--- src/design/smt_pkg.sv ---
// ----------------------------------------------------------------------------
// smt_pkg: shared definitions for the sorted multiset table
// Capacity, field widths, request codes and the control word that the
// controller broadcasts to every cell of the chain.
// ----------------------------------------------------------------------------
package smt_pkg;

   localparam int CAPACITY    = 32;
   localparam int DATA_W      = 32;
   localparam int CNT_W       = $clog2(CAPACITY + 1);
   localparam int COUNT_OUT_W = 6;
   localparam int REQ_W       = 2;

   // Request codes carried on req_tuser
   localparam logic [REQ_W-1:0] REQ_INSERT = 2'd0;
   localparam logic [REQ_W-1:0] REQ_DELETE = 2'd1;
   localparam logic [REQ_W-1:0] REQ_DUMP   = 2'd2;

   typedef enum logic [1:0] {
      CELL_HOLD,
      CELL_INSERT,
      CELL_DELETE,
      CELL_ROTATE
   } cell_op_type;

   typedef enum logic [1:0] {
      ST_IDLE,
      ST_DUMP,
      ST_FLUSH
   } state_type;

   typedef struct packed {
      cell_op_type              op;
      logic signed [DATA_W-1:0] x;
   } cell_ctrl_type;

endpackage

--- src/design/smt_cell.sv ---
// ----------------------------------------------------------------------------
// smt_cell: one slot of the sorted chain
// Holds one value and its valid bit. Compares against the broadcast operand
// and takes its next value from itself, the operand, a neighbor or the head cell.
// ----------------------------------------------------------------------------
module smt_cell
   import smt_pkg::*;
(
   input  logic                     clock,
   input  logic                     reset,
   input  cell_ctrl_type            ctrl,
   input  logic signed [DATA_W-1:0] head_value,
   input  logic signed [DATA_W-1:0] left_value,
   input  logic                     left_valid,
   input  logic                     left_less,
   input  logic signed [DATA_W-1:0] right_value,
   input  logic                     right_valid,
   input  logic                     hit_in,
   output logic signed [DATA_W-1:0] value,
   output logic                     valid,
   output logic                     less,
   output logic                     hit_out
);

   logic signed [DATA_W-1:0] value_ff, value_in;
   logic                     valid_ff, valid_in;
   logic                     match;

   // Compare the stored entry with the operand
   assign less    = valid_ff && (value_ff < ctrl.x);
   assign match   = valid_ff && (value_ff == ctrl.x);
   assign hit_out = hit_in | match;
   assign value   = value_ff;
   assign valid   = valid_ff;

   // Select the next entry
   always_comb begin
      value_in = value_ff;
      valid_in = valid_ff;
      unique case (ctrl.op)
         CELL_INSERT: begin
            // keep smaller entries, open the gap, shift the rest right
            if (!less) begin
               value_in = left_less ? ctrl.x : left_value;
               valid_in = valid_ff | left_valid;
            end
         end
         CELL_DELETE: begin
            // close the gap from the first match onward
            if (hit_out) begin
               value_in = right_value;
               valid_in = right_valid;
            end
         end
         CELL_ROTATE: begin
            // rotate the filled region left by one
            value_in = right_valid ? right_value : head_value;
         end
         default: begin
            value_in = value_ff;
         end
      endcase
   end

   always_ff @(posedge clock) begin
      value_ff <= value_in;
   end

   always_ff @(posedge clock) begin
      if (reset) begin
         valid_ff <= 1'b0;
      end else begin
         valid_ff <= valid_in;
      end
   end

endmodule

--- config.mk ---
export PLATFORM = sky130hd
export DESIGN_NAME = smt_cell
export DESIGN_NICKNAME = d
export VERILOG_FILES = /design/src/design/smt_pkg.sv /design/src/design/smt_cell.sv
export SDC_FILE = /design/constraint.sdc
export NUM_CORES = 1
export LEC_CHECK = 0
export ABC_CLOCK_PERIOD_IN_PS = 4450
export BUFFER_PORTS_ARGS = -buffer_cell sky130_fd_sc_hd__buf_2
export CELL_PAD_IN_SITES_DETAIL_PLACEMENT = 0
export CELL_PAD_IN_SITES_GLOBAL_PLACEMENT = 1
export CORE_ASPECT_RATIO = 1.5
export CORE_MARGIN = 2
export CORE_UTILIZATION = 32
export DETAILED_ROUTE_END_ITERATION = 8
export PLACE_DENSITY_LB_ADDON = 0.1
export SYNTH_ARGS = -nofsm -noshare
export SYNTH_HDL_FRONTEND = slang
export SYNTH_SLANG_ARGS = --single-unit
--- constraint.sdc ---
create_clock -name clock -period 4.45 [get_ports clock]
set_input_delay 0.89 -clock clock [delete_from_list [all_inputs] [get_ports clock]]
set_output_delay 0.89 -clock clock [all_outputs]
set_load 0.02 [all_outputs]
==> reports/qor.yml <==
outcome:
  status: "complete, no violations"
power:
  p_sw_w: 0.000379
  p_seq_share_pct: 36.2
  power_density_nw_per_um2: 294
  swShare_pct: 32.4
  pwr-share-comb_pct: 34.3
  vdd_drop_max_mv: 0.138
  internal_power_w: 0.000792
  pwr-share-clk_pct: 29.6
  leakage_nw: 2.05
die:
  die_h_um: 121
  initial_core_util_pct: 33.1
  core_region_area_um2: 8830
  rows: 42
  io_pins: 171
  die_width_um: 82.0
  die_area_um2: 9920
logic_synthesis:
  yosys-top-cells-area: "edfxtp_1 (33%), ha_1 (14%), mux2i_1 (11%)"
  synth.top_cell.area_share_pct: 32.9
  synth-seq-area-share_pct: 33.6
  synthCells: 308
  syn_area_um2: 2920
  async_flop_share_pct: 0
  syn_nets: 476
  synth_edf_count: 32
  ys.warnings.count: 0
  avgSynthCellArea_um2: 9.48
  yosysTopAreaCell: "edfxtp_1"
  ys.flop_type: "edfxtp_1"
  synth_seq_cells: 33
  synth.distinct_cells: 36
worst_hold_path:
  hold_class: "input port to flop"
cells_and_area:
  seq_area_um2: 981
  multi_input_area_um2: 1710
  drive_gt1_share_pct: 39.6
  fill_cells: 952
  utilization_pct: 45.1
  stdcell_area_um2: 3990
  final_nets: 637
  area_growth_syn_to_layout_pct: 36.5
  finalNonFillerCells: 581
sta:
  drv_slew: 0
  skew_ns: 0.00567
  hold_slack_ns: 0.772
  timing.final.hold_violations: 0
  rsz0062_at_grt: "no"
  timing.final.crit_period_ns: 3.61
  fin_crit_sh_pct: 81.2
  setup_violations: 0
  timing.fmax_mhz: 277
  worstMarginPinSlew_ns: 1.13
  relSlewSlack_pct: 24.9
  fin_tns_setup_ns: 0
global_route:
  grt_pass1_vias: 2673
  gr-usage-all-layers_pct: 16.4
  gr-total-overflow: 0
  grt_pass1_wl_um: 12500
  antenna_found_initial: 1
  grt_max_degree: 65
route:
  dr.first_iter.drc_count: 63
  wl_per_cell_um: 13.9
  antenna_left: 0
  maxUsedRoutingLayer: "met4"
  wl_met2_um: 4240
  routed_wl_um: 8100
  num_vias: 2815
  wl_met1_um: 3260
  met3_length_um: 518
  route.detailed.drc: 0
  vias_per_cell: 4.85
  dr.pass1.iters: 4
worst_setup_path:
  crit_fanout: 3
  worst_setup_path_end_kind: "output port"
  worstSetupPathType: "input port to output port"
  crit_required_ns: 3.56
  cp.arrival_ns: 2.72
  cp-start-kind: "input port"
clock_network:
  htreeDepth: 2
  clock_latency_ns: 0.27
  cts_root_buffer: "clkbuf_16"
  cts_tree: "done"
  clkTransAtPathRegs_ns: 0.05
  cts_sinks: 33
  post_cts_resized: 0
  cts_hold_buf: 0
  cts_setup_buffers: 0
  cts_buffers: 5
  cts.path.max_buffers: 2
placed_design:
  placed_area_um2: 3840
  place_hpwl_um: 6510
  gp_congestion: 0.729
  place_inst: 572
  portBuffers: 170
run:
  max-cap-violations: 0
[sequential cells by signal, summed over array words and instances, names as in the netlist]
name and count:
valid 1, value 32
[synthesized netlist by cell type (2+ instances only)]
cell and n:
o21ai_0 3, nor2_1 4, a21oi_1 44, nand2_1 9, nand4_1 4, nand3_1 2, edfxtp_1 32, a31oi_1 2
a21o_1 4, clkbuf_1 7, ha_1 32, a211oi_1 34, buf_2 9, nor2b_1 32, o211ai_1 2, nand2b_1 2
inv_1 36, mux2i_1 32
[metrics by stage]
stage                     power [W]  setup slack, ns
final                       0.00117            0.836
after global routing        0.00125            0.669
after CTS                   0.00120            0.803
after detailed placement   0.000841            0.815
after global placement     0.000837            0.839
after floorplan            0.000680            0.482
[power by group through the flow]
stage	Sequential (W)	Combinational [W]	Clock [W]
CTS	0.000425	0.000412	0.000358
floorplan	0.000485	0.000195	0
finish	0.000424	0.000401	0.000346
detailed placement	0.000431	0.000409	0
global placement	0.000429	0.000408	0
global route	0.000431	0.000453	0.000367
[metal layers]
metal | track usage, % | vias to the layer above
li1 | - | 1467
met4 | 5.21 | 0
met5 | 0 | -
met2 | 29.7 | 93
met1 | 18.9 | 1251
met3 | 2.90 | 4
[critical path, cell delays in order]
cell	delay (ns)
buf_2	0.08
inv_1	0.04
ha_1	0.30
nand4_1	0.24
nor4_4	0.40
o211ai_1	0.17
a21o_1	0.21
o21ai_2	0.08
and2_1	0.14
buf_2	0.17
[layout make-up]
type | count | area share, %
inverters | 36 | 3.39
clock buffers | 8 | 3.67
diodes | 1 | 0.0628
multi-input cells | 220 | 42.9
well taps | 110 | 3.45
flip-flops and latches | 33 | 24.6
repair buffers | 173 | 21.9
[worst paths after layout]
kind | start | endpoint | slack, ns | cells after the start
setup / recovery | ctrl[23] | less | 0.84 | 10
hold / removal | reset | valid | 0.77 | 2
setup reg to reg | value[23] | value[8] | 1.69 | 8
hold reg to reg | valid | valid | 0.78 | 4
[kinds of logic (layout without fill, tap and decap cells)]
logic type      after synthesis  count (layout)  synth area share [%]
flops                        33              33                  33.6
compound gates               98              98                  21.3
simple gates                 58              58                  12.1
fa+ha+maj                    32              32                  13.7
mux                          32              32                  11.0
other cells                   0               1                     0
buf+inv                      55             217                  8.32
[layout by cell type (no fill, tap or decap), drive strengths merged, types with 2 or more instances in the layout]
cell,n
nor4,2
a21o,4
nor2,4
edfxtp,32
o21ai,5
nor2b,32
buf,173
clkbuf,8
nand3,2
nand2,9
mux2i,32
nand4,5
ha,32
a211oi,34
a21oi,44
o211ai,2
nand2b,2
a31oi,2
inv,36
Note: power is estimated with default switching activity, not from simulation.
